File: src/hw/rtl/rfps_pkg.sv
`timescale 1ns / 1ps
package rfps_pkg;

  typedef logic [15:0] chan_t;

  // fixed-width part of one word as it moves through the block
  typedef struct packed {
    logic        kind;
    logic [6:0]  idx;
    logic [16:0] wval;
    chan_t [3:0] ch;
  } item_fix_t;

  typedef struct packed {
    logic [12:0] width;
    logic [12:0] height;
    logic [2:0]  count;
    logic        scale_all;
  } cfg_t;

  localparam logic KIND_LOAD  = 1'b0;
  localparam logic KIND_PIXEL = 1'b1;

  localparam logic [1:0] REG_WIDTH  = 2'd0;
  localparam logic [1:0] REG_HEIGHT = 2'd1;
  localparam logic [1:0] REG_COUNT  = 2'd2;
  localparam logic [1:0] REG_SCALE  = 2'd3;

  localparam logic [12:0] RST_WIDTH  = 13'd256;
  localparam logic [12:0] RST_HEIGHT = 13'd256;
  localparam logic [2:0]  RST_COUNT  = 3'd4;
  localparam logic        RST_SCALE  = 1'b0;

  localparam logic [16:0] UNITY_WEIGHT = 17'h10000;
  localparam int QDEPTH = 4;
  localparam int QAW    = 2;

  // clamp a dimension to the maximum, then halve it
  function automatic int unsigned half_dim(logic [12:0] d, int unsigned maxd);
    int unsigned v;
    v = (32'(d) > maxd) ? maxd : 32'(d);
    return v >> 1;
  endfunction

endpackage

File: src/hw/rtl/rfps_front.sv
`timescale 1ns / 1ps
module rfps_front import rfps_pkg::*; #(
  parameter int MAX_DIM = 4096
) (
  input  logic             in_valid,
  output logic             in_stall,
  input  logic             kind,
  input  logic [6:0]       weight_index,
  input  logic [16:0]      weight_value,
  input  logic [11:0]      pixel_x,
  input  logic [11:0]      pixel_y,
  input  chan_t            channel_a,
  input  chan_t            channel_b,
  input  chan_t            channel_c,
  input  chan_t            channel_d,
  input  cfg_t             cfg,
  input  logic             q_full,
  output logic             q_push,
  output item_fix_t        q_fix,
  output logic [((($clog2(MAX_DIM/2+1)) > 12) ? $clog2(MAX_DIM/2+1) : 12)-1:0] q_dx,
  output logic [((($clog2(MAX_DIM/2+1)) > 12) ? $clog2(MAX_DIM/2+1) : 12)-1:0] q_dy
);

  localparam int CXW = $clog2(MAX_DIM/2+1);
  localparam int DXW = (CXW > 12) ? CXW : 12;

  logic [DXW-1:0] cx, cy, px, py;

  assign cx = DXW'(half_dim(cfg.width, MAX_DIM));
  assign cy = DXW'(half_dim(cfg.height, MAX_DIM));
  assign px = DXW'(pixel_x);
  assign py = DXW'(pixel_y);

  assign q_dx = (px >= cx) ? (px - cx) : (cx - px);
  assign q_dy = (py >= cy) ? (py - cy) : (cy - py);

  assign in_stall = q_full;
  assign q_push   = in_valid && !q_full;

  always_comb begin
    q_fix.kind  = kind;
    q_fix.idx   = weight_index;
    q_fix.wval  = (weight_value > UNITY_WEIGHT) ? UNITY_WEIGHT : weight_value;
    q_fix.ch[0] = channel_a;
    q_fix.ch[1] = channel_b;
    q_fix.ch[2] = channel_c;
    q_fix.ch[3] = channel_d;
  end

endmodule

File: config.mk
export PLATFORM = sky130hd
export DESIGN_NAME = rfps_front
export DESIGN_NICKNAME = d
export VERILOG_FILES = /design/src/hw/rtl/rfps_pkg.sv /design/src/hw/rtl/rfps_front.sv
export SDC_FILE = /design/constraint.sdc
export NUM_CORES = 1
export LEC_CHECK = 0
export ABC_AREA = 1
export BUFFER_PORTS_ARGS = -buffer_cell sky130_fd_sc_hd__clkbuf_2
export CORE_ASPECT_RATIO = 0.75
export CORE_MARGIN = 2
export CORE_UTILIZATION = 40
export DETAILED_ROUTE_END_ITERATION = 10
export MAX_ROUTING_LAYER = met4
export PLACE_DENSITY = 0.82
export SLEW_MARGIN = 15
export SYNTH_ARGS = -nofsm -noshare
export SYNTH_HDL_FRONTEND = slang
export SYNTH_SLANG_ARGS = --single-unit
File: constraint.sdc
create_clock -name vclk -period 2.4
set_input_delay 0.36 -clock vclk [all_inputs]
set_output_delay 0.36 -clock vclk [all_outputs]
set_load 0.005 [all_outputs]
Word level (Yosys, flattened, before mapping)
Cells that the tools add are included.
{ "classes": {"add_sub_neg": 4, "magnitude_cmp": 5, "mux": 5, "n_reduce_logical": 2} }
{ "ops": {"columns": ["op", "count"], "rows": [
  ["$sub 12x12->12", 4],
  ["$gt 13x13->1 const B", 2],
  ["$mux 13", 2],
  ["$ge 12x12->1", 2],
  ["$mux 12", 2],
  ["$gt 17x17->1 const B", 1],
  ["$mux 17", 1],
  ["$logic_and 1x1->1", 1],
  ["$logic_not 1->1", 1]
]} }
{ "totals": {"register_bits": 0, "in_bits": 145, "output_inout_bits": 115, "wordCells": 16} }

Depth between registers and ports, before layout
Gate-level depths: netlist of run 1.
{ "logic_depth": {"depth_word": 4, "mapped_depth": 18, "ltp_nobuf": 16} }

Least setup slack after synthesis of run 1
Ideal clock, no wire load.
{ "synth_timing": {"kind": "in2out", "startpoint": "input cfg[25] in the netlist's numbering", "endpoint": "output q_dx[7] in the netlist's numbering", "arrival_time_ns": 2.234, "t_required_ns": 2.040, "path_slack_ns": -0.194, "path_stages": 15, "n_path_buf": 2, "cell_sequence": "nor4_1 > nand3_1 > nand2_1 > buf_2 > nand2_1 > inv_1 > ha_1 > fa_1 > inv_1 > a21oi_4 > a21oi_4 > nor2_4 > buf_12 > nand2_2 > nand2_2"} }
{ "synth_via": {"elab_chain_len": 4, "elab_cells_between_ends": 6, "classes_between": "add/sub: 2; order compare: 2; mux: 2"} }
{ "synth_rtl": {"columns": ["element", "line", "text"], "rows": [
  ["from (decl)", "rfps_front.sv:16", "input cfg_t cfg,"],
  ["$gt 13x13->1", "rfps_pkg.sv:41", "v = (32'(d) > maxd) ? maxd : 32'(d);"],
  ["$mux 13 (*)", "rfps_pkg.sv:41", null],
  ["$sub 12x12->12 or $ge 12x12->1 (tied branches)", "rfps_front.sv:34", "assign q_dx = (px >= cx) ? (px - cx) : (cx - px);"],
  ["$mux 12 (*)", "rfps_front.sv:34", null],
  ["to (decl)", "rfps_front.sv:20", "output logic [((($clog2(MAX_DIM/2+1)) > 12) ? $clog2(MAX_DIM/2+1) : 12)-1:0] q_dx,"]
]} }
Every way passes the cells marked *; elsewhere a longest branch is shown, timed or not.

Worst setup path after layout of run 1
{ "layout_timing": {"startpoint": "input cfg[17] in the netlist's numbering", "endpoint": "output q_dx[4] in the netlist's numbering"} }
{ "layout_via": {"elab_chain_len": 4, "elab_cells_between_ends": 6, "classes_between": "add/sub: 2; order compare: 2; mux: 2"} }
{ "layout_rtl": {"columns": ["element", "line"], "rows": [
  ["$gt 13x13->1 (*)", "rfps_pkg.sv:41"],
  ["$mux 13 (*)", "rfps_pkg.sv:41"],
  ["$sub 12x12->12 or $ge 12x12->1 (tied branches)", "rfps_front.sv:34"],
  ["$mux 12 (*)", "rfps_front.sv:34"]
]} }
Marks and branches as above.

==> run metrics, run 1 <==
first-pass GRT wire length=22,000 um; Crit path max-delay family=simple AND/OR/NAND/NOR gates; clock buf count=0; fmax=0.334 GHz; RSZ-0062 raised after global routing=yes; sequential area share after synthesis=0; routed vias=5,163; Final min period=2.99 ns; crit-path cells=clkbuf_2 > nor4_4 > nand3_1 > nand2_2 > buf_12 > nand2_4 > inv_4 > ha_4 > nand2_2 > nand2_2 > nand2_1 > o21ai_1 > nor2_1 > nand2_2 > nor2_4 > buf_6 > nand2_2 > nand2_2 > clkbuf_2; Synth Warn #=0; Arr. time, crit path=2.63 ns; FF+latch area=0 um^2; global route overflow=0; wire length per cell=14.8 um; Detailed Route WL=15,300 um; Tcrit/Tclk final=1.25; Final WS setup=-0.590 ns; num sequential=0; Worst VDD drop=0.129 mV; Total Routing Usage GR=0.251; # hold bufs at CTS=0; die area=0.0109 mm^2; DR pass1 iterations=6; area grow syn2layout=49.3%; vias in the first global route=4,739; final std cells w/o fill=1,035; failing checks=setup timing; GRT busiest layer=met2; gpl congestion=0.990; max-slew violations=0; hold endpoint=q_fix[27]; Power Dens Cells=274 mW/mm^2; CP max-delay cell=nor4_4; final setup fails=22; Hold Path Class=input port to output port; Place WS=-0.610 ns; std cell rows=31; Remaining DRCs=0; syn_area_per_cell=5.42 um^2; Final Hold Fails=0; post-route ant nets=0; CP required=2.04 ns; Max-Cap Viols=0; Syn Nets=937; hold path startpoint=channel_b[11]; GR Layer Usage met2=0.410; most frequent cells in the layout=204 x nand2_1, 126 x inv_1, 120 x buf_4, 96 x clkbuf_2, 61 x nand2_2; most common cell after layout, fill and taps aside=nand2_1; Die Height=90.7 um; setup_tns=-11.31 ns; post-detailed-placement half-perimeter wirelength=10,900 um; Initial Util=0.414; Vias/cell=4.99; layout cell share with drive strength beyond 1=0.484; Placed Cells incl. Taps=1,017; Leak=3.60 nW; Crit path top cell by count=nand2_2; largest net degree at the start of global routing=17; # IOs=260; initial antenna violation count=1; status=complete, but fails checks; met1 usage=0.299; Slew @ Worst Pin=0.718 ns; crit-path max FO=8; Crit Path Class=input port to output port; Mapped Cells=740; final core occ=0.618; met3 usage=0.0638; buffers added on ports=112; Layout fillers=808; fin nets=1,101; Startpoint Class=input port; initial DRC count=385; hold-critical path depth=0; Synth Cell Area=0.00401 mm^2; CORE AREA=0.00970 mm^2; Critical Path End Type=output port; die width=120 um; normalized max-slew margin=0.520; CP bufs+invs=5; crit-path max cell delay=0.26 ns; Synth cell types=31
[cells in the mapped netlist (all sizes together)]
cell type | count | area share
nand3 | 40 | 0.050
ha | 48 | 0.15
a31oi | 1 | 0.0016
clkbuf | 3 | 0.0034
or2 | 2 | 0.0031
nand2 | 287 | 0.28
nand3b | 2 | 0.0037
inv | 156 | 0.15
nor2 | 36 | 0.042
o21bai | 3 | 0.0056
buf | 83 | 0.16
o21ai | 7 | 0.011
xor2 | 11 | 0.024
fa | 4 | 0.020
xnor2 | 5 | 0.011
nor4 | 8 | 0.012
a21oi | 24 | 0.040
nand4 | 20 | 0.031
[worst max path at each step]
stage,startpoint,to,slack [ns],cells after the start
after floorplan,cfg[21],q_dx[10],-0.10,16
final,cfg[17],q_dx[4],-0.59,19
after global routing,cfg[25],q_dx[4],-0.74,19
after detailed placement,cfg[25],q_dx[7],-0.61,19
after global placement,cfg[14],q_dy[8],-0.55,18
after CTS,cfg[28],q_dx[1],-0.49,17
[area by class of cell]
cell class	count	area, um^2	share of cell area
Antenna cell	1	2.50	0.000418
Multi-Input combinational cell	498	3500	0.585
Timing Repair inverter	1	7.51	0.00125
Tap cell	132	165	0.0276
Inverter	156	601	0.100
Timing Repair Buffer	247	1710	0.286
[metal layers]
layer / up-vias / share of wire
met5: - / 0
li1: 2486 / -
met4: 0 / 0.049
met2: 318 / 0.45
met3: 86 / 0.11
met1: 2273 / 0.39
[power breakdown]
part	leakage, nW	internal [W]	switching (W)	total [W]
Clock	0.00000634	0.0000000000557	0	0.0000000000557
Combinational	3.60	0.000756	0.000884	0.00164
Sequential	0	0	0	0
[kinds of logic (layout without fill, tap and decap cells)]
kind of cell / count (synthesis) / in the layout / synth area share
compound gates: 35 / 35 / 0.0580
xor+xnor: 16 / 16 / 0.0349
fa+ha+maj: 52 / 52 / 0.170
buf+inv: 242 / 404 / 0.311
other cells: 0 / 1 / 0
simple gates: 395 / 395 / 0.427
[metrics by stage]
stage	total power, W	hold WS (ns)	area [um^2]
6_report	0.00164	0.720	5990
5_1_grt	0.00177	0.720	5990
4_1_cts	0.00145	0.720	5650
3_5_place_dp	0.00129	0.720	5120
3_3_place_gp	0.00127	0.720	5120
2_1_floorplan	0.000854	0.751	4190
[what timing repair did]
action,4_1_cts,5_1_grt
pin swaps,37,37
hold endpoints to repair,0,0
setup buffers,13,3
endpoints found under the setup margin,22,22
gates cloned,1,0
gates resized for setup,100,113
No activity file was read; power rests on OpenSTA's default activity.
==> run 2: changes to the inputs <==
PLACE_DENSITY = 0.8   (was 0.82)
==> run 2 against run 1 <==
  * The flow still finishes with violations (setup timing)
  * Cell area down 6.5%
  * Largest cell class unchanged
  * Utilization down 4.0 points
  * Combinational power down 9%
  * Via count down 5.9%
  * Maximum frequency up 0.84%
  * Highest routed layer unchanged
  * Flip-flop and latch count unchanged
  * Critical path depth up 1
  * Cell count down 2.5%
  * Total power down 9.1%
  * Die area unchanged
  * Critical endpoint is now q_dy[10]
  * Sequential share of layout area unchanged
  * Count of clock-buffer cells in the layout unchanged
==> run metrics, run 2 (same netlist as run 1, synthesis figures left out) <==
global route overflow=0 (unchanged); Slew @ Worst Pin=0.672 ns (-0.0463 ns); Die Height=90.7 um (unchanged); crit-path max FO=5 (-3); die width=120 um (unchanged); most common cell after layout, fill and taps aside=nand2_1; fin nets=1,076 (-2.3%); std cell rows=31 (unchanged); gpl congestion=0.985 (-0.50%); vias in the first global route=4,623 (-2.4%); die area=0.0109 mm^2 (unchanged); Leak=3.44 nW (-4.6%); Vias/cell=4.81 (-3.5%); fmax=0.337 GHz (+0.84%); largest net degree at the start of global routing=17 (unchanged); DR pass1 iterations=5 (-1); Ant. Diodes=0 (-1); post-detailed-placement half-perimeter wirelength=10,800 um (-1.2%); RSZ-0062 raised after global routing=yes; Crit path max-delay family=simple AND/OR/NAND/NOR gates; # IOs=260 (unchanged); Layout fillers=869 (+7.5%); wire length per cell=13.5 um (-8.5%); Total Routing Usage GR=0.243 (-0.00821); area grow syn2layout=39.6%; buffers added on ports=112 (unchanged); status=complete, but fails checks; crit-path cells=buf_6 > nor4_4 > nand3_1 > nand2_2 > buf_6 > nand2_2 > inv_2 > ha_4 > buf_4 > nand2_1 > nand2_1 > nand2_1 > nand2_1 > nand2_1 > nand3_1 > nand2_1 > nand2_1 > nand2_2 > nand2_2 > buf_6; initial antenna violation count=0 (-1); post-route ant nets=0 (unchanged); final setup fails=22 (unchanged); placed inst area=0.00505 mm^2 (-1.5%); final instance area=0.00560 mm^2 (-6.5%); Final WS setup=-0.565 ns (+0.0249 ns); Max-Cap Viols=0 (unchanged); num sequential=0 (unchanged); Worst VDD drop=0.154 mV (+19%); initial DRC count=309 (-20%); Arr. time, crit path=2.61 ns (-0.02 ns); failing checks=setup timing; FF+latch area=0 um^2 (unchanged); CORE AREA=0.00970 mm^2 (unchanged); Critical Path End Type=output port; Startpoint Class=input port; CP bufs+invs=5 (unchanged); Place WS=-0.539 ns (+0.0713 ns); Remaining DRCs=0 (unchanged); Hold Path Class=input port to output port; routed vias=4,857 (-5.9%); max-slew violations=0 (unchanged); Crit path top cell by count=nand2_1; Initial Util=0.414 (unchanged); CP required=2.04 ns (about the same); Detailed Route WL=13,700 um (-11%); CP max-delay cell=nor4_4; Crit Path Class=input port to output port; Power Dens Cells=266 mW/mm^2 (-2.8%); most frequent cells in the layout=226 x nand2_1, 135 x inv_1, 105 x clkbuf_2, 101 x buf_4, 48 x nand2_2; Final Hold Fails=0 (unchanged); clock buf count=0 (unchanged); normalized max-slew margin=0.551 (+0.0309); total power=0.00149 W (-9.1%); layout cell share with drive strength beyond 1=0.424 (-0.0603); first-pass GRT wire length=21,300 um (-3.2%); crit-path max cell delay=0.29 ns (+0.03 ns); Tcrit/Tclk final=1.24 (-0.0104); Final min period=2.97 ns (-0.0249 ns)
-- run 2: cell types whose count changed in the layout (fill, tap and decap cells not counted), sizes merged --
cell,previous run,this run
buf,149,116
clkbuf,98,106
diode,1,0
-- run 2: through the flow --
step | instances | hold slack, ns | utilization | setup TNS (ns)
floorplan | 740 | 0.751 | - | -1.52
global placement | 1002 | 0.720 | 0.521 | -9.95
detailed placement | 1002 | 0.720 | 0.521 | -10.85
CTS | 1009 | 0.720 | 0.563 | -9.30
global route | 1009 | 0.720 | 0.577 | -13.74
finish | 1009 | 0.720 | 0.577 | -10.54
-- run 2: cell type report --
type,count,area [um^2],area share
Inverter,156,598,0.107
Multi-Input combinational cell,498,3350,0.599
Timing Repair Buffer,222,1470,0.263
Tap cell,132,165,0.0295
Timing Repair inverter,1,7.51,0.00134
-- run 2: power breakdown --
part           internal [W]  switching (W)
Combinational      0.000678       0.000812
Sequential                0              0
Clock                     0              0
Total              0.000678       0.000812
-- run 2: worst paths after layout --
kind	startpoint	end	slack, ns	cells after the start
max	cfg[14]	q_dy[10]	-0.57	20
min	channel_b[4]	q_fix[20]	0.72	0
-- run 2: timing repair --
item / in CTS / in global routing
endpoints found under the setup margin: 22 / 22
cloned: 1 / 0
hold buffers: 0 / 0
pin swaps: 17 / 12
buffers inserted: 6 / 0
gates resized for setup: 84 / 45
-- run 2: metal layers --
| layer | global-route usage | wire length (um) | vias to the layer above |
|---|---|---|---|
| li1 | - | - | 2430 |
| met1 | 0.303 | 5770 | 2086 |
| met2 | 0.390 | 5760 | 264 |
| met3 | 0.0354 | 1320 | 77 |
| met4 | 0.107 | 799 | 0 |
| met5 | - | 0 | - |
==> run 3: changes to the inputs <==
PLACE_DENSITY = 0.76   (was 0.8)
clock period = 3.4 ns   (was 2.4 ns; I/O delays follow)
==> run 3 against run 2 <==
  * Critical path depth is 3 lower
  * The flow now finishes without violations
  * Die area stayed put
  * Largest cell class unchanged
  * Setup slack better by 0.65 ns
  * Combinational power is 42% lower
==> run metrics, run 3 (same netlist as run 1, synthesis figures left out) <==
Crit Path Class=input port to output port; crit path launch=cfg[20]; final hold slack=1.02 ns (+0.300 ns); Tcrit/Tclk final=0.974; std cell rows=31 (unchanged); max-slew violations=0 (unchanged); P_int=0.000375 W (-45%); Initial Util=0.414 (unchanged); normalized max-slew margin=0.552 (+0.000846); # IOs=260 (unchanged); Crit path max-delay family=simple AND/OR/NAND/NOR gates; FF+latch area=0 um^2 (unchanged); Worst VDD drop=0.0860 mV (-44%); Remaining DRCs=0 (unchanged); post-detailed-placement half-perimeter wirelength=10,600 um (-2.1%); routed vias=4,449 (-8.4%); initial DRC count=272 (-12%); most frequent cells in the layout=253 x nand2_1, 144 x inv_1, 112 x clkbuf_2, 38 x nand3_1, 38 x buf_4; wire length per cell=13.0 um (-3.7%); area grow syn2layout=18.1%; buffers added on ports=112 (unchanged); die width=120 um (unchanged); final std cells w/o fill=945 (-6.3%); sequential share of power=0 (unchanged); Slew @ Worst Pin=0.671 ns (-0.00126 ns); layout cell share with drive strength beyond 1=0.309 (-0.115); CP max-delay cell=ha_4; fmax=0.302 GHz; Placed Cells incl. Taps=941 (-6.1%); Hold Path Class=input port to output port; Crit path depth=17 (-15%); status=completed; initial antenna violation count=0 (unchanged); largest net degree at the start of global routing=17 (unchanged); Clk pwr share=0 (unchanged); # hold bufs at CTS=0 (unchanged); die area=0.0109 mm^2 (unchanged); CORE AREA=0.00970 mm^2 (unchanged); vias in the first global route=3,957 (-14%); Final min period=3.31 ns; Leak=3.05 nW (-11%); CP bufs+invs=6 (+1); gpl congestion=0.954 (-3.2%); fin nets=1,012 (-5.9%); first-pass GRT wire length=19,200 um (-9.9%); Critical Path End Type=output port; Combinational Power Share=1.000 (about the same); hold path startpoint=channel_a[15]; Die Height=90.7 um (unchanged); num sequential=0 (unchanged); DR pass1 iterations=5 (unchanged); final setup fails=0 (-100%); Arr. time, crit path=2.80 ns (+0.19 ns); most common cell after layout, fill and taps aside=nand2_1; clock buf count=0 (unchanged); crit-path max cell delay=0.30 ns (about the same); CP required=2.89 ns (+0.85 ns); crit-path cells=clkbuf_2 > nor4_2 > buf_4 > nand3_4 > nand2_4 > buf_8 > nand2_1 > ha_4 > nand2_2 > nor2_4 > nand2_2 > a21oi_4 > nor2_4 > buf_6 > buf_6 > o21ai_2 > clkbuf_2; crit-path max FO=7 (+2); Ant. Diodes=0 (unchanged); Total Routing Usage GR=0.220 (-0.0233); Psw=0.000493 W (-39%); sw frac=0.568 (+0.0232); Final Hold Fails=0 (unchanged); hold-critical path depth=0 (unchanged); Vias/cell=4.71 (-2.2%); Detailed Route WL=12,300 um (-9.8%); Power Dens Cells=183 mW/mm^2 (-31%); Max-Cap Viols=0 (unchanged); post-route ant nets=0 (unchanged); global route overflow=0 (unchanged); Startpoint Class=input port; final core occ=0.489 (-0.0886)
-- run 3: layer usage --
metal,vias up,GRT usage,part of all wire
met5,-,-,0
met4,0,0.0696,0.039
met3,54,0.0461,0.10
met2,189,0.311,0.41
met1,1901,0.309,0.45
li1,2305,-,-
-- run 3: cell type report --
| cell class | count | area [um^2] |
|---|---|---|
| timing repair buffer | 159 | 951 |
| multi-input combinational | 498 | 3030 |
| fill | 1011 | 4960 |
| inverter | 156 | 591 |
| tap | 132 | 165 |
-- run 3: worst paths after layout --
path	slack (ns)	end
max	0.09	q_dx[2]
min	1.02	q_fix[15]
-- run 3: per-stage QoR --
step	power [W]	setup TNS (ns)	area, um^2	worst slack [ns]
3_3_place_gp	0.000783	0	4400	0.0147
5_1_grt	0.000979	-0.302	4740	-0.0565
2_1_floorplan	0.000577	0	4010	0.506
6_report	0.000868	0	4740	0.0882
4_1_cts	0.000798	0	4410	0.0120
3_5_place_dp	0.000792	-0.214	4400	-0.0445
-- run 3: repair_timing --
action	CTS	global route
setup endpoints to repair	10	22
buffers inserted	0	4
resized for setup	4	67
pin swaps	2	15
-- run 3: power groups by stage --
stage               Sequential [W]  Clock [W]  Combinational (W)
floorplan                        0          0           0.000577
global placement                 0          0           0.000783
detailed placement               0          0           0.000792
CTS                              0          0           0.000798
global route                     0          0           0.000979
finish                           0          0           0.000868
