$ cat src/hw/rtl/rfps_pkg.sv
`timescale 1ns / 1ps
package rfps_pkg;

  typedef logic [15:0] chan_t;

  // fixed-width part of one word as it moves through the block
  typedef struct packed {
    logic        kind;
    logic [6:0]  idx;
    logic [16:0] wval;
    chan_t [3:0] ch;
  } item_fix_t;

  typedef struct packed {
    logic [12:0] width;
    logic [12:0] height;
    logic [2:0]  count;
    logic        scale_all;
  } cfg_t;

  localparam logic KIND_LOAD  = 1'b0;
  localparam logic KIND_PIXEL = 1'b1;

  localparam logic [1:0] REG_WIDTH  = 2'd0;
  localparam logic [1:0] REG_HEIGHT = 2'd1;
  localparam logic [1:0] REG_COUNT  = 2'd2;
  localparam logic [1:0] REG_SCALE  = 2'd3;

  localparam logic [12:0] RST_WIDTH  = 13'd256;
  localparam logic [12:0] RST_HEIGHT = 13'd256;
  localparam logic [2:0]  RST_COUNT  = 3'd4;
  localparam logic        RST_SCALE  = 1'b0;

  localparam logic [16:0] UNITY_WEIGHT = 17'h10000;
  localparam int QDEPTH = 4;
  localparam int QAW    = 2;

  // clamp a dimension to the maximum, then halve it
  function automatic int unsigned half_dim(logic [12:0] d, int unsigned maxd);
    int unsigned v;
    v = (32'(d) > maxd) ? maxd : 32'(d);
    return v >> 1;
  endfunction

endpackage

$ cat src/hw/rtl/rfps_queue.sv
`timescale 1ns / 1ps
module rfps_queue import rfps_pkg::*; #(
  parameter int W = 8
) (
  input  logic         clk,
  input  logic         rst,
  input  logic         push,
  input  logic [W-1:0] din,
  output logic         full,
  input  logic         pop,
  output logic [W-1:0] dout,
  output logic         empty
);

  logic [W-1:0]   mem [QDEPTH];
  logic [QAW-1:0] wp, rp;
  logic [QAW:0]   cnt;

  assign full  = (cnt == (QAW+1)'(QDEPTH));
  assign empty = (cnt == '0);
  assign dout  = mem[rp];

  always_ff @(posedge clk) begin
    if (push) begin
      mem[wp] <= din;
    end
  end

  always_ff @(posedge clk) begin
    if (rst) begin
      wp  <= '0;
      rp  <= '0;
      cnt <= '0;
    end else begin
      if (push) wp <= wp + 1'b1;
      if (pop)  rp <= rp + 1'b1;
      if (push && !pop)      cnt <= cnt + 1'b1;
      else if (pop && !push) cnt <= cnt - 1'b1;
    end
  end

endmodule

$ cat config.mk
export PLATFORM = sky130hd
export DESIGN_NAME = rfps_queue
export DESIGN_NICKNAME = d
export VERILOG_FILES = /design/src/hw/rtl/rfps_pkg.sv /design/src/hw/rtl/rfps_queue.sv
export SDC_FILE = /design/constraint.sdc
export NUM_CORES = 1
export LEC_CHECK = 0
export BUFFER_PORTS_ARGS = -buffer_cell sky130_fd_sc_hd__buf_2
export CAP_MARGIN = 20
export CORE_UTILIZATION = 50
export CTS_CLUSTER_DIAMETER = 30
export DETAILED_ROUTE_END_ITERATION = 10
export GPL_ROUTABILITY_DRIVEN = 1
export GPL_TIMING_DRIVEN = 0
export PLACE_DENSITY = 0.85
export SYNTH_ARGS = -nofsm -noshare
export SYNTH_HDL_FRONTEND = slang
export SYNTH_SLANG_ARGS = --single-unit
$ cat constraint.sdc
create_clock -name clk -period 1.7 [get_ports clk]
set_input_delay 0.34 -clock clk [delete_from_list [all_inputs] [get_ports clk]]
set_output_delay 0.34 -clock clk [all_outputs]
set_load 0.01 [all_outputs]
-- After elaboration in Yosys (flattened, before gate mapping)
Memory sizes are Yosys's and may differ from the RTL's. A register that Yosys moved wholly into a read port is not among the register bits.
Index checks and enable logic that the tools add are counted.
- div/mod/pow operators: 0
- bitwise operators: 0
- $add $sub $neg: 4
- order comparisons: 0
- multiply operators: 0
- reduce and logical (&&, ||, !) cells: 6
- multiplexer cells: 6
- equal/unequal tests: 1
- shift-type cells: 0
- operators by type and width (operator ; count):
    $mux 3 ; 2
    $add 2x1->2 const B ; 2
    $mux 2 ; 2
    $add 3x1->3 const B ; 1
    $eq 3x3->1 const B ; 1
    $logic_not 3->1 ; 1
    $sub 3x1->3 const B ; 1
    $logic_and 1x1->1 ; 2
    $logic_not 1->1 ; 2
    $mux 1 ; 2
    $reduce_bool 2->1 ; 1
- latch bits: 0
- logic and storage cells: 21
- output and inout port bits: 10
- memory bits (writable): 32
- memories: 1
- memory bits (read-only): 0
- bits in registers: 7
- input bits: 12
- memories (memory ; depth ; width ; read ports ; clocked after Yosys merged registers in ; write ports ; line ; RTL):
    mem ; 4 ; 8 ; 1 ; 1 ; 1 ; rfps_queue.sv:15 ; logic [W-1:0] mem [QDEPTH];

-- Logic depth before layout (Yosys ltp)
Gate-level depths: netlist (run 1).
- depth in word-level cells: 4
- gate-level depth with buffers: 7
- mapped depth without buffers: 7

-- Worst setup path after synthesis (run 1)
No wires, ideal clock.
- path kind: input to register
- from: input port pop
- to: register cnt[2]
- stages: 7
- setup time: 0.070 ns
- path buffers: 0
- data arrival time: 1.530 ns
- setup slack: 0.100 ns
- required time: 1.630 ns
- cells stage by stage: inv_1 ha_1 inv_1 fa_1 xor2_1 or3_1 a21oi_1
- cells in the longest elaborated chain, start to end: 3
- elaborated cells on any way between the ends: 5
- those cells by class: mux (1); reduce/logical (4)
- RTL lines (element ; line ; RTL):
    from (decl) ; rfps_queue.sv:10 ; input logic pop,
    $logic_not 1->1 ; rfps_queue.sv:37 ; if (push && !pop) cnt <= cnt + 1'b1;
    $logic_and 1x1->1 ; rfps_queue.sv:37 ;
    $mux 3 or $reduce_bool 2->1 (tied branches) ; n/a ;
    to (signal assigned) ; rfps_queue.sv:37 ;
    to (signal assigned) ; rfps_queue.sv:38 ; else if (pop && !push) cnt <= cnt - 1'b1;
    to (decl) ; rfps_queue.sv:17 ; logic [QAW:0] cnt;
Several ways; a longest one is shown, not always the timed one.
A chain may end at the register's enable or synchronous reset.

==> tab_implementation.tex, run 1 <==
\begin{tabular}{lr}
\hline
Metric & Value \\
\hline
\multicolumn{2}{l}{\textbf{Clock tree}} \\
\quad Clock transition at the register clock pins on the worst setup and hold paths after CTS & 0.11 ns \\
\quad Number of sinks handled by clock tree synthesis & 41 \\
\quad Number of setup buffers added after CTS & 0 \\
\quad TritonCTS clock tree & yes \\
\quad Number of CTS-inserted buffers & 5 \\
\quad Clock Latency Late Sink & 0.35 ns \\
\quad Maximum level of the CTS H-tree & 2 \\
\quad Maximum buffer depth of the clock tree & 2 \\
\quad Number of hold buffers added after CTS & 0 \\
\quad Clock Root Buffer & sky130\_fd\_sc\_hd\_\_clkbuf\_4 \\
\multicolumn{2}{l}{\textbf{Worst setup path}} \\
\quad Critical Path Source Type & register \\
\quad Worst endpoint required time & 1.36 ns \\
\quad Startpoint-to-endpoint class of the critical path & register to output pin \\
\quad Highest net fanout along the worst path & 8 \\
\quad Critical path data arrival time & 1.50 ns \\
\quad Worst-case register-to-register setup slack & 0.16 ns \\
\quad Critical Path Sink Type & output pin \\
\multicolumn{2}{l}{\textbf{STA}} \\
\quad Upper clock frequency limit & 545 MHz \\
\quad Number of hold-slack violations in the final timing report & 0 \\
\quad Max-slew violations & 0 \\
\quad Total negative setup slack & -0.993 ns \\
\quad Least-Margin Pin Slew & 0.425 ns \\
\quad Unrepaired setup endpoints after global routing & true \\
\quad Final Skew & 0.00815 ns \\
\quad Final setup vio count & 8 \\
\quad Part of the cycle the worst path needs & 108\% \\
\quad Worst slew margin relative to its limit & 71.7\% \\
\quad Smallest hold slack & 0.199 ns \\
\quad Min cycle time layout & 1.84 ns \\
\quad Final worst-path setup slack & -0.136 ns \\
\multicolumn{2}{l}{\textbf{Floorplanning}} \\
\quad Initial standard-cell utilization of the core & 52.4\% \\
\quad Die Outline Area & 0.00340 mm2 \\
\quad Placement Rows & 20 \\
\quad Die width & 58.3 um \\
\quad Die height & 58.3 um \\
\quad Placeable core area & 0.00303 mm2 \\
\quad Top-level I/O count & 22 \\
\multicolumn{2}{l}{\textbf{Synthesis}} \\
\quad Post-synthesis mux area share & 12.6\% \\
\quad Fraction of the mapped netlist area in simple logic gates & 4.65\% \\
\quad Per-instance average area after synthesis & 18.4 um2 \\
\quad Synthesized instance count & 86 \\
\quad Main combinational cell family by area after synthesis & multiplexers \\
\quad Area leader, netlist & sky130\_fd\_sc\_hd\_\_edfxtp\_1 \\
\quad Post-synthesis share of cell area spent on xor and xnor gates & 2.76\% \\
\quad Sequential element share of the synthesized area & 71.9\% \\
\quad Adder-cell area share of the yosys netlist & 5.21\% \\
\quad Area share of the largest cell type after synthesis & 60.6\% \\
\quad Largest cells by area after synthesis & sky130\_fd\_sc\_hd\_\_edfxtp\_1, sky130\_fd\_sc\_hd\_\_dfxtp\_1, sky130\_fd\_sc\_hd\_\_mux4\_2 \\
\quad Net count of the mapped netlist & 104 \\
\quad Synth cell types & 20 \\
\quad Register bit count reported by yosys & 41 \\
\quad Synth warnings & 0 \\
\quad Post-synthesis compound-gate area fraction & 0.631\% \\
\quad Netlist Area Pre-Place & 0.00159 mm2 \\
\multicolumn{2}{l}{\textbf{Finish}} \\
\quad Count of filler cells inserted in the layout & 226 \\
\quad Final \#Nets & 131 \\
\quad FF+latch area & 0.00114 mm2 \\
\quad Diode count & 0 \\
\quad Fraction of layout cells with a size suffix above 1 & 34.2\% \\
\quad Area of the multi-input gates & 410 um2 \\
\quad Area added between synthesis and finish & 16.8\% \\
\multicolumn{2}{l}{\textbf{Global routing}} \\
\quad Total global routing overflow & 0 \\
\quad Initial antenna violation count & 0 \\
\quad Number of global-route vias before repair & 809 \\
\quad Wire length of the first global-routing pass & 3730 um \\
\quad Overall global routing resource usage & 16.2\% \\
\quad Largest net degree at the start of global routing & 13 \\
\multicolumn{2}{l}{\textbf{Run}} \\
\quad Count of maximum capacitance violations & 0 \\
\multicolumn{2}{l}{\textbf{Drt}} \\
\quad Residual DRC & 0 \\
\quad Total Wirelength & 2380 um \\
\quad Avg WL per Cell & 15.1 um \\
\quad Total iterations of the first detailed-routing run & 4 \\
\quad Iteration-0 DRC Markers & 21 \\
\quad Total vias in the final route & 796 \\
\quad DR vias/cell & 5.04 \\
\quad Number of nets with antenna violations after routing & 0 \\
\multicolumn{2}{l}{\textbf{Status}} \\
\quad Status & complete, but fails checks \\
\quad Failing checks & setup timing \\
\multicolumn{2}{l}{\textbf{Pwr}} \\
\quad Max rail drop VDD & 0.546 mV \\
\quad Reported leakage power & 0.681 nW \\
\quad Power after layout & 2.00 mW \\
\quad Pwr per Cell Area & 1080 mW/mm2 \\
\multicolumn{2}{l}{\textbf{Place}} \\
\quad HPWL after detailed placement & 1640 um \\
\quad Number of buffers added on ports & 20 \\
\quad Weighted congestion at the end of routability-driven global placement & 0.651 \\
\multicolumn{2}{l}{\textbf{Worst hold path}} \\
\quad Hold crit path type & input pin to register \\
\hline
\end{tabular}
-- registers in the layout, summed over array words and instances (netlist names), named ones only --
name	flops
mem	32
rp	2
wp	2
cnt	3
-- Yosys cell counts, drive strengths merged --
| library cell | count |
|---|---|
| edfxtp | 32 |
| dfxtp | 9 |
| mux4 | 8 |
| nor2 | 7 |
| ha | 5 |
| and2 | 4 |
| inv | 4 |
| xor2 | 3 |
| clkbuf | 2 |
| mux2i | 2 |
| xnor2 | 2 |
| a21oi | 1 |
| buf | 1 |
| fa | 1 |
| nand2 | 1 |
| nor3 | 1 |
| nor3b | 1 |
| o21ai | 1 |
| or3 | 1 |
-- worst max-delay path, cell delays in order, from the launching register on --
cell and delay (ns):
sky130_fd_sc_hd__dfxtp_2 0.36, sky130_fd_sc_hd__buf_12 0.14, sky130_fd_sc_hd__mux4_2 0.52, sky130_fd_sc_hd__buf_6 0.14
-- metal layers --
metal / part of all wire, % / global-route usage (%)
met5: 0 / 0
met4: 2.2 / 8.16
met3: 5.5 / 6.81
met2: 50 / 25.6
met1: 42 / 19.1
-- metrics by stage --
step	setup slack [ns]	instances	area, um2	util (%)
6_report	-0.136	158	1850	61.2
5_1_grt	-0.197	158	1850	61.2
4_1_cts	-0.161	158	1820	60.2
3_5_place_dp	-0.166	150	1740	57.5
3_3_place_gp	-0.0715	150	1740	57.5
2_1_floorplan	0.0998	86	1590	-
-- cells by family after synthesis --
kind of cell / after synthesis
DFF: 41
and+or+nand+nor: 15
muxes: 10
buffers and inverters: 7
adders and majority gates: 6
xor gates and xnor gates: 5
AOI/OAI and AO/OA: 2
-- layout by cell type (no fill, tap or decap), types with 2 or more instances in the layout --
cell	count
sky130_fd_sc_hd__xnor2_1	2
sky130_fd_sc_hd__buf_2	15
sky130_fd_sc_hd__xor2_1	3
sky130_fd_sc_hd__mux4_2	8
sky130_fd_sc_hd__ha_1	5
sky130_fd_sc_hd__and2_1	4
sky130_fd_sc_hd__edfxtp_1	32
sky130_fd_sc_hd__nor2_1	7
sky130_fd_sc_hd__buf_6	5
sky130_fd_sc_hd__inv_1	4
sky130_fd_sc_hd__clkbuf_4	5
sky130_fd_sc_hd__mux2i_1	2
sky130_fd_sc_hd__dfxtp_1	8
sky130_fd_sc_hd__clkbuf_8	2
-- final timing paths --
check	startpoint	to	depth (start not counted)
worst max-delay path	register	dout[6]	3
worst min-delay path	din[5]	mem[1][5]	1
worst max register to register	cnt[0]	cnt[2]	4
worst min register to register	cnt[2]	cnt[2]	2
-- cell type report --
type                            count  area share (%)
Sequential cell                    41            61.6
Multi-Input combinational cell     38            22.1
Timing Repair Buffer               20            7.09
Clock buffer                        7            3.51
Tap cell                           44            2.97
Buffer                              3            1.55
Inverter                            4           0.810
Clock inverter                      1           0.270
-- where the power goes --
group	leakage [nW]	internal [mW]	switching, mW
sequential	0.369	1.14	0.0339
clock	0.0413	0.240	0.292
combinational	0.271	0.152	0.136
-- what timing repair did --
item                                    in CTS  in global routing
gates cloned                                 0                  0
resized for setup                            3                  5
endpoints found under the setup margin       8                  8
No activity file was read; power rests on OpenSTA's default activity.
==> inputs of run 2 (changes only) <==
--- a/config.mk
+++ b/config.mk
@@ -7,12 +7,13 @@
 export LEC_CHECK = 0
 export BUFFER_PORTS_ARGS = -buffer_cell sky130_fd_sc_hd__buf_2
 export CAP_MARGIN = 20
-export CORE_UTILIZATION = 50
+export CORE_UTILIZATION = 40
 export CTS_CLUSTER_DIAMETER = 30
 export DETAILED_ROUTE_END_ITERATION = 10
 export GPL_ROUTABILITY_DRIVEN = 1
 export GPL_TIMING_DRIVEN = 0
-export PLACE_DENSITY = 0.85
+export MAX_ROUTING_LAYER = met4
+export PLACE_DENSITY = 0.72
 export SYNTH_ARGS = -nofsm -noshare
 export SYNTH_HDL_FRONTEND = slang
 export SYNTH_SLANG_ARGS = --single-unit
==> tab_implementation.tex, run 2 (synthesis gave the netlist of run 1 again) <==
\begin{tabular}{lr}
\hline
Metric & Value \\
\hline
\multicolumn{2}{l}{\textbf{Finish}} \\
\quad Fraction of layout cells with a size suffix above 1 & 33.3\% (-0.88 points) \\
\quad Final \#Nets & 131 (unchanged) \\
\quad Post-route standard cell area excluding fillers & 0.00186 mm2 (+0.27\%) \\
\quad Most flop-heavy register & mem \\
\quad Max FFs per register & 32 (unchanged) \\
\quad Final cell count without fillers & 162 (+2.5\%) \\
\quad Largest registers & mem: 32 flops, cnt: 3 flops \\
\quad Area added between synthesis and finish & 17.1\% \\
\quad Most common library cell in the layout ignoring fill and taps & sky130\_fd\_sc\_hd\_\_edfxtp\_1 \\
\quad Most frequent cells in the layout & sky130\_fd\_sc\_hd\_\_edfxtp\_1, sky130\_fd\_sc\_hd\_\_buf\_2, sky130\_fd\_sc\_hd\_\_mux4\_2, sky130\_fd\_sc\_hd\_\_dfxtp\_1, sky130\_fd\_sc\_hd\_\_nor2\_1 \\
\quad Diode count & 0 (unchanged) \\
\multicolumn{2}{l}{\textbf{Worst hold path}} \\
\quad Number of instances on the worst hold path & 1 (unchanged) \\
\quad Sink of the worst hold path & mem[3][1] \\
\quad Min-Delay Startpoint & din[1] \\
\quad Hold crit path type & input pin to register \\
\multicolumn{2}{l}{\textbf{Clock tree}} \\
\quad Number of hold buffers added after CTS & 0 (unchanged) \\
\quad TritonCTS clock tree & yes \\
\quad Clock Latency Late Sink & 0.28 ns (-0.07 ns) \\
\quad Maximum buffer depth of the clock tree & 2 (unchanged) \\
\quad Number of CTS-inserted buffers & 5 (unchanged) \\
\quad Maximum level of the CTS H-tree & 2 (unchanged) \\
\quad Number of sinks handled by clock tree synthesis & 41 (unchanged) \\
\quad Clock Root Buffer & sky130\_fd\_sc\_hd\_\_clkbuf\_8 \\
\quad Clock transition at the register clock pins on the worst setup and hold paths after CTS & 0.07 ns (-0.04 ns) \\
\multicolumn{2}{l}{\textbf{Worst setup path}} \\
\quad Highest net fanout along the worst path & 8 (unchanged) \\
\quad Worst endpoint required time & 1.36 ns (about the same) \\
\quad Startpoint-to-endpoint class of the critical path & register to output pin \\
\quad Critical Path Slowest Stage Cell & sky130\_fd\_sc\_hd\_\_mux4\_2 \\
\quad Critical Path Sink Type & output pin \\
\quad Critical Path Source Type & register \\
\quad Worst Reg-to-Reg Cells & 4 (unchanged) \\
\quad End of the worst register-to-register path & cnt[2] \\
\quad Series of cell instances along the critical path & buf\_12 > mux4\_2 > buf\_6 \\
\quad Worst-case register-to-register setup slack & 0.18 ns (+0.02 ns) \\
\quad Critical path data arrival time & 1.43 ns (-0.07 ns) \\
\quad Beginning of the worst register-to-register path & cnt[0] \\
\quad Delay contributed by the slowest stage of the critical path & 0.52 ns (about the same) \\
\multicolumn{2}{l}{\textbf{STA}} \\
\quad Number of hold-slack violations in the final timing report & 0 (unchanged) \\
\quad Final worst-path setup slack & -0.0669 ns (+0.0687 ns) \\
\quad Part of the cycle the worst path needs & 104\% (-4.0 points) \\
\quad Least-Margin Pin Slew & 0.435 ns (+0.0104 ns) \\
\quad Unrepaired setup endpoints after global routing & true \\
\quad Upper clock frequency limit & 566 MHz (+3.9\%) \\
\quad Min cycle time layout & 1.77 ns (-0.0687 ns) \\
\quad Max-slew violations & 0 (unchanged) \\
\quad Total negative setup slack & -0.364 ns (+0.629 ns) \\
\quad Worst slew margin relative to its limit & 71.0\% (-0.69 points) \\
\quad Final Skew & 0.00578 ns (-0.00237 ns) \\
\quad Final setup vio count & 8 (unchanged) \\
\multicolumn{2}{l}{\textbf{Global routing}} \\
\quad Overall global routing resource usage & 13.7\% (-2.5 points) \\
\quad Wire length of the first global-routing pass & 3950 um (+5.9\%) \\
\quad Number of global-route vias before repair & 820 (+1.4\%) \\
\quad Total global routing overflow & 0 (unchanged) \\
\quad Largest net degree at the start of global routing & 13 (unchanged) \\
\quad Initial antenna violation count & 0 (unchanged) \\
\multicolumn{2}{l}{\textbf{Pwr}} \\
\quad Int Power & 1.57 mW (+2.5\%) \\
\quad Switching component of the power & 0.464 mW (+0.52\%) \\
\quad Max rail drop VDD & 0.673 mV (+23\%) \\
\quad Switching part of the total & 22.8\% (-0.34 points) \\
\quad Pwr per Cell Area & 1100 mW/mm2 (+1.8\%) \\
\quad Sequential fraction of design power & 57.8\% (-1.2 points) \\
\quad Clock Power Share & 28.5\% (+1.9 points) \\
\quad Comb power frac & 13.7\% (-0.7 points) \\
\quad Power after layout & 2.04 mW (+2.0\%) \\
\quad Reported leakage power & 0.681 nW (about the same) \\
\multicolumn{2}{l}{\textbf{Floorplanning}} \\
\quad Die width & 65.0 um (+11\%) \\
\quad Die height & 65.0 um (+11\%) \\
\quad Placeable core area & 0.00374 mm2 (+24\%) \\
\quad Top-level I/O count & 22 (unchanged) \\
\quad Placement Rows & 22 (+10\%) \\
\quad Initial standard-cell utilization of the core & 42.4\% (-10 points) \\
\quad Die Outline Area & 0.00422 mm2 (+24\%) \\
\multicolumn{2}{l}{\textbf{Drt}} \\
\quad Iteration-0 DRC Markers & 42 (+100\%) \\
\quad DR vias/cell & 4.87 (-3.3\%) \\
\quad Total Wirelength & 2380 um (about the same) \\
\quad Total iterations of the first detailed-routing run & 4 (unchanged) \\
\quad Number of nets with antenna violations after routing & 0 (unchanged) \\
\quad Total vias in the final route & 789 (-0.88\%) \\
\quad Residual DRC & 0 (unchanged) \\
\quad Avg WL per Cell & 14.7 um (-2.4\%) \\
\multicolumn{2}{l}{\textbf{Status}} \\
\quad Failing checks & setup timing \\
\quad Status & complete, but fails checks \\
\multicolumn{2}{l}{\textbf{Place}} \\
\quad Placed cell count & 154 (+2.7\%) \\
\quad Total cell area at the placement stage & 0.00175 mm2 (+0.29\%) \\
\quad Number of buffers added on ports & 20 (unchanged) \\
\quad Weighted congestion at the end of routability-driven global placement & 0.651 (unchanged) \\
\quad Setup slack after placement & -0.159 ns (+0.00654 ns) \\
\quad HPWL after detailed placement & 1720 um (+5.1\%) \\
\multicolumn{2}{l}{\textbf{Run}} \\
\quad Count of maximum capacitance violations & 0 (unchanged) \\
\hline
\end{tabular}
run 2: power by group through the flow:
stage	clock network (mW)	registers [mW]	logic, mW
floorplan	0	1.19	0.175
global placement	0	1.19	0.254
detailed placement	0	1.20	0.265
CTS	0.596	1.18	0.274
global route	0.649	1.19	0.308
finish	0.582	1.18	0.278
run 2: metrics by stage:
step	hold WS, ns	util (%)
2_1_floorplan	0.439	-
3_3_place_gp	0.477	46.7
3_5_place_dp	0.515	46.7
4_1_cts	0.263	49.2
5_1_grt	0.262	49.6
6_report	0.266	49.6
run 2: final cells by class:
| type | count | area (um2) |
|---|---|---|
| fill | 348 | 1890 |
| sequential | 41 | 1140 |
| multi-input combinational | 38 | 410 |
| timing repair buffer | 20 | 119 |
| clock buffer | 6 | 72.6 |
| tap | 48 | 60.1 |
| buffer | 3 | 28.8 |
| inverter | 4 | 15.0 |
| clock inverter | 2 | 10.0 |
run 2: timing repair:
| item | 4_1_cts | 5_1_grt |
|---|---|---|
| setup endpoints to repair | 8 | 8 |
| resized for setup | 3 | 3 |
| pin swaps | 0 | 0 |
| buffers inserted | 0 | 0 |
run 2: critical path, delay by kind of cell, from the launching register on:
family                 cells  cell delay, ns
muxes                      1            0.52
buffers and inverters      2            0.28
DFF                        1            0.34
run 2: worst max-delay path by stage:
stage | start | to | slack [ns] | depth (start not counted)
3_5_place_dp | push | cnt[2] | -0.16 | 7
6_report | register | dout[1] | -0.07 | 3
3_3_place_gp | push | cnt[2] | -0.08 | 7
4_1_cts | register | dout[1] | -0.09 | 3
5_1_grt | register | dout[1] | -0.11 | 3
2_1_floorplan | pop | cnt[2] | 0.1 | 7
run 2: layer usage:
| metal | track usage, % | wire length, um |
|---|---|---|
| met5 | - | 0 |
| met4 | 5.83 | 29 |
| met3 | 4.40 | 117 |
| met2 | 21.5 | 1220 |
| met1 | 16.1 | 1020 |
==> inputs of run 3 (changes only) <==
--- a/config.mk
+++ b/config.mk
@@ -7,6 +7,8 @@
 export LEC_CHECK = 0
 export BUFFER_PORTS_ARGS = -buffer_cell sky130_fd_sc_hd__buf_2
 export CAP_MARGIN = 20
+export CORE_ASPECT_RATIO = 0.75
+export CORE_MARGIN = 2
 export CORE_UTILIZATION = 40
 export CTS_CLUSTER_DIAMETER = 30
 export DETAILED_ROUTE_END_ITERATION = 10
==> tab_implementation.tex, run 3 (synthesis gave the netlist of run 1 again) <==
\begin{tabular}{lr}
\hline
Metric & Value \\
\hline
\multicolumn{2}{l}{\textbf{Finish}} \\
\quad Final \#Nets & 131 (unchanged) \\
\quad Max FFs per register & 32 (unchanged) \\
\quad Post-route standard cell area excluding fillers & 0.00190 mm2 (+2.4\%) \\
\quad Diode count & 0 (unchanged) \\
\quad Most common library cell in the layout ignoring fill and taps & sky130\_fd\_sc\_hd\_\_edfxtp\_1 \\
\quad Largest registers & mem: 32 flops, cnt: 3 flops \\
\quad Area added between synthesis and finish & 20.0\% \\
\quad Final cell count without fillers & 166 (+2.5\%) \\
\quad Fraction of layout cells with a size suffix above 1 & 33.3\% (unchanged) \\
\quad Most frequent cells in the layout & sky130\_fd\_sc\_hd\_\_edfxtp\_1, sky130\_fd\_sc\_hd\_\_buf\_2, sky130\_fd\_sc\_hd\_\_mux4\_2, sky130\_fd\_sc\_hd\_\_dfxtp\_1, sky130\_fd\_sc\_hd\_\_nor2\_1 \\
\quad Most flop-heavy register & mem \\
\multicolumn{2}{l}{\textbf{STA}} \\
\quad Final Skew & 0.00675 ns (+0.000970 ns) \\
\quad Number of hold-slack violations in the final timing report & 0 (unchanged) \\
\quad Upper clock frequency limit & 563 MHz (-0.46\%) \\
\quad Final worst-path setup slack & -0.0751 ns (-0.00819 ns) \\
\quad Total negative setup slack & -0.423 ns (-0.0585 ns) \\
\quad Min cycle time layout & 1.78 ns (+0.00819 ns) \\
\quad Max-slew violations & 0 (unchanged) \\
\quad Final setup vio count & 8 (unchanged) \\
\quad Worst slew margin relative to its limit & 69.3\% (-1.7 points) \\
\quad Part of the cycle the worst path needs & 104\% (+0.48 points) \\
\quad Least-Margin Pin Slew & 0.461 ns (+0.0257 ns) \\
\quad Unrepaired setup endpoints after global routing & true \\
\multicolumn{2}{l}{\textbf{Floorplanning}} \\
\quad Placement Rows & 19 (-14\%) \\
\quad Die width & 76.7 um (+18\%) \\
\quad Placeable core area & 0.00373 mm2 (-0.30\%) \\
\quad Top-level I/O count & 22 (unchanged) \\
\quad Die height & 58.5 um (-9.9\%) \\
\quad Initial standard-cell utilization of the core & 42.5\% (+0.13 points) \\
\quad Die Outline Area & 0.00449 mm2 (+6.4\%) \\
\multicolumn{2}{l}{\textbf{Pwr}} \\
\quad Comb power frac & 13.1\% (-0.6 points) \\
\quad Clock Power Share & 34.0\% (+5.5 points) \\
\quad Switching part of the total & 22.3\% (-0.49 points) \\
\quad Max rail drop VDD & 0.648 mV (-3.7\%) \\
\quad Int Power & 1.73 mW (+9.8\%) \\
\quad Switching component of the power & 0.495 mW (+6.7\%) \\
\quad Pwr per Cell Area & 1170 mW/mm2 (+6.5\%) \\
\quad Reported leakage power & 0.692 nW (+1.6\%) \\
\quad Sequential fraction of design power & 52.9\% (-4.9 points) \\
\multicolumn{2}{l}{\textbf{Worst hold path}} \\
\quad Hold crit path type & input pin to register \\
\quad Sink of the worst hold path & mem[1][5] \\
\quad Min-Delay Startpoint & din[5] \\
\quad Number of instances on the worst hold path & 1 (unchanged) \\
\multicolumn{2}{l}{\textbf{Clock tree}} \\
\quad Number of CTS-inserted buffers & 5 (unchanged) \\
\quad Clock Root Buffer & sky130\_fd\_sc\_hd\_\_clkbuf\_8 \\
\quad Maximum level of the CTS H-tree & 2 (unchanged) \\
\quad Number of setup buffers added after CTS & 0 (unchanged) \\
\quad Clock Latency Late Sink & 0.30 ns (+0.02 ns) \\
\quad TritonCTS clock tree & yes \\
\quad Number of sinks handled by clock tree synthesis & 41 (unchanged) \\
\quad Maximum buffer depth of the clock tree & 2 (unchanged) \\
\quad Clock transition at the register clock pins on the worst setup and hold paths after CTS & 0.08 ns (about the same) \\
\multicolumn{2}{l}{\textbf{Worst setup path}} \\
\quad End of the worst register-to-register path & cnt[2] \\
\quad Critical path data arrival time & 1.44 ns (about the same) \\
\quad CP delay by family, top & multiplexers \\
\quad Delay contributed by the slowest stage of the critical path & 0.52 ns (about the same) \\
\quad Critical Path Source Type & register \\
\quad Series of cell instances along the critical path & buf\_12 > mux4\_2 > buf\_6 \\
\quad Highest net fanout along the worst path & 8 (unchanged) \\
\quad Startpoint-to-endpoint class of the critical path & register to output pin \\
\quad Critical Path Sink Type & output pin \\
\quad Worst endpoint required time & 1.36 ns (about the same) \\
\quad Number of buffer and inverter instances along the worst setup path & 2 (unchanged) \\
\quad Worst Reg-to-Reg Cells & 4 (unchanged) \\
\quad Beginning of the worst register-to-register path & cnt[0] \\
\quad Critical Path Slowest Stage Cell & sky130\_fd\_sc\_hd\_\_mux4\_2 \\
\quad Number of cells on the critical path & 3 (unchanged) \\
\quad Worst-case register-to-register setup slack & 0.20 ns (+0.02 ns) \\
\multicolumn{2}{l}{\textbf{Global routing}} \\
\quad Initial antenna violation count & 0 (unchanged) \\
\quad Number of global-route vias before repair & 877 (+7.0\%) \\
\quad Total global routing overflow & 0 (unchanged) \\
\quad Overall global routing resource usage & 13.2\% (-0.47 points) \\
\quad Met2 routing resource usage after global routing & 21.4\% (-0.056 points) \\
\quad GR met1 Demand/Resource & 14.9\% (-1.2 points) \\
\quad Busiest layer in global routing & met2 \\
\quad Global routing met3 resource utilization & 4.29\% (-0.11 points) \\
\quad Wire length of the first global-routing pass & 4100 um (+3.7\%) \\
\quad Largest net degree at the start of global routing & 14 (+1) \\
\multicolumn{2}{l}{\textbf{Drt}} \\
\quad Avg WL per Cell & 14.9 um (+1.5\%) \\
\quad Number of nets with antenna violations after routing & 0 (unchanged) \\
\quad Residual DRC & 0 (unchanged) \\
\quad Total iterations of the first detailed-routing run & 4 (unchanged) \\
\quad Total Wirelength & 2480 um (+4.0\%) \\
\quad Total vias in the final route & 788 (-0.13\%) \\
\quad DR vias/cell & 4.75 (-2.5\%) \\
\quad Iteration-0 DRC Markers & 26 (-38\%) \\
\multicolumn{2}{l}{\textbf{Status}} \\
\quad Status & complete, but fails checks \\
\quad Failing checks & setup timing \\
\multicolumn{2}{l}{\textbf{Place}} \\
\quad Number of buffers added on ports & 20 (unchanged) \\
\quad HPWL after detailed placement & 1660 um (-3.5\%) \\
\quad Weighted congestion at the end of routability-driven global placement & 0.667 (+2.4\%) \\
\quad Setup slack after placement & -0.126 ns (+0.0332 ns) \\
\quad Total cell area at the placement stage & 0.00175 mm2 (+0.29\%) \\
\quad Placed cell count & 158 (+2.6\%) \\
\multicolumn{2}{l}{\textbf{Run}} \\
\quad Count of maximum capacitance violations & 0 (unchanged) \\
\hline
\end{tabular}
[run 3: cell types whose count changed in the layout (fill, tap and decap cells not counted)]
cell | previous run | this run
sky130_fd_sc_hd__buf_2 | 17 | 15
sky130_fd_sc_hd__buf_6 | 3 | 5
sky130_fd_sc_hd__bufinv_16 | 0 | 1
sky130_fd_sc_hd__clkbuf_1 | 2 | 1
sky130_fd_sc_hd__clkinv_1 | 0 | 1
sky130_fd_sc_hd__clkinv_2 | 2 | 0
sky130_fd_sc_hd__clkinvlp_4 | 0 | 1
[run 3: power groups by stage]
stage	sequential, mW	combinational, mW	clock (mW)
2_1_floorplan	1.19	0.175	0
3_3_place_gp	1.19	0.253	0
3_5_place_dp	1.20	0.262	0
4_1_cts	1.18	0.282	0.768
5_1_grt	1.18	0.320	0.814
6_report	1.18	0.291	0.756
[run 3: what timing repair did]
item                                    CTS  global route
endpoints found under the setup margin    8             8
resized for setup                         5             3
hold buffers                              0             0
pin swaps                                 0             0
[run 3: worst register-to-register path, delay by kind of cell (launching register included)]
kind / cells / cell delay [ns]
xor+xnor: 1 / 0.18
simple gates: 1 / 0.31
compound gates: 1 / 0.15
fa+ha+maj: 1 / 0.44
flops: 1 / 0.36
[run 3: how the worst max path moves through the flow]
stage / start / end / slack, ns
3_3_place_gp: push / cnt[2] / -0.08
5_1_grt: register / dout[5] / -0.12
6_report: register / dout[5] / -0.08
4_1_cts: register / dout[5] / -0.09
3_5_place_dp: push / cnt[2] / -0.13
2_1_floorplan: pop / cnt[2] / 0.1
[run 3: area by class of cell]
class	instances	area, um2
fillers	326	1830
well taps	52	65.1
flip-flops and latches	41	1140
clock buffers	5	68.8
multi-input cells	38	410
clock inverters	3	41.3
plain buffers	3	28.8
repair buffers	20	131
inverters	4	15.0
[run 3: through the flow]
stage                     util (%)  hold WS [ns]  power (mW)
after floorplan                  -         0.439        1.37
after global placement        46.9         0.480        1.45
after detailed placement      46.9         0.510        1.46
after CTS                     50.5         0.255        2.23
after global routing          51.0         0.253        2.32
final                         51.0         0.255        2.22
[run 3: layer usage]
layer | wire [um] | share of wire [%]
met1 | 1070 | 43
met2 | 1230 | 50
met3 | 160 | 6.5
met4 | 21 | 0.85
met5 | 0 | 0
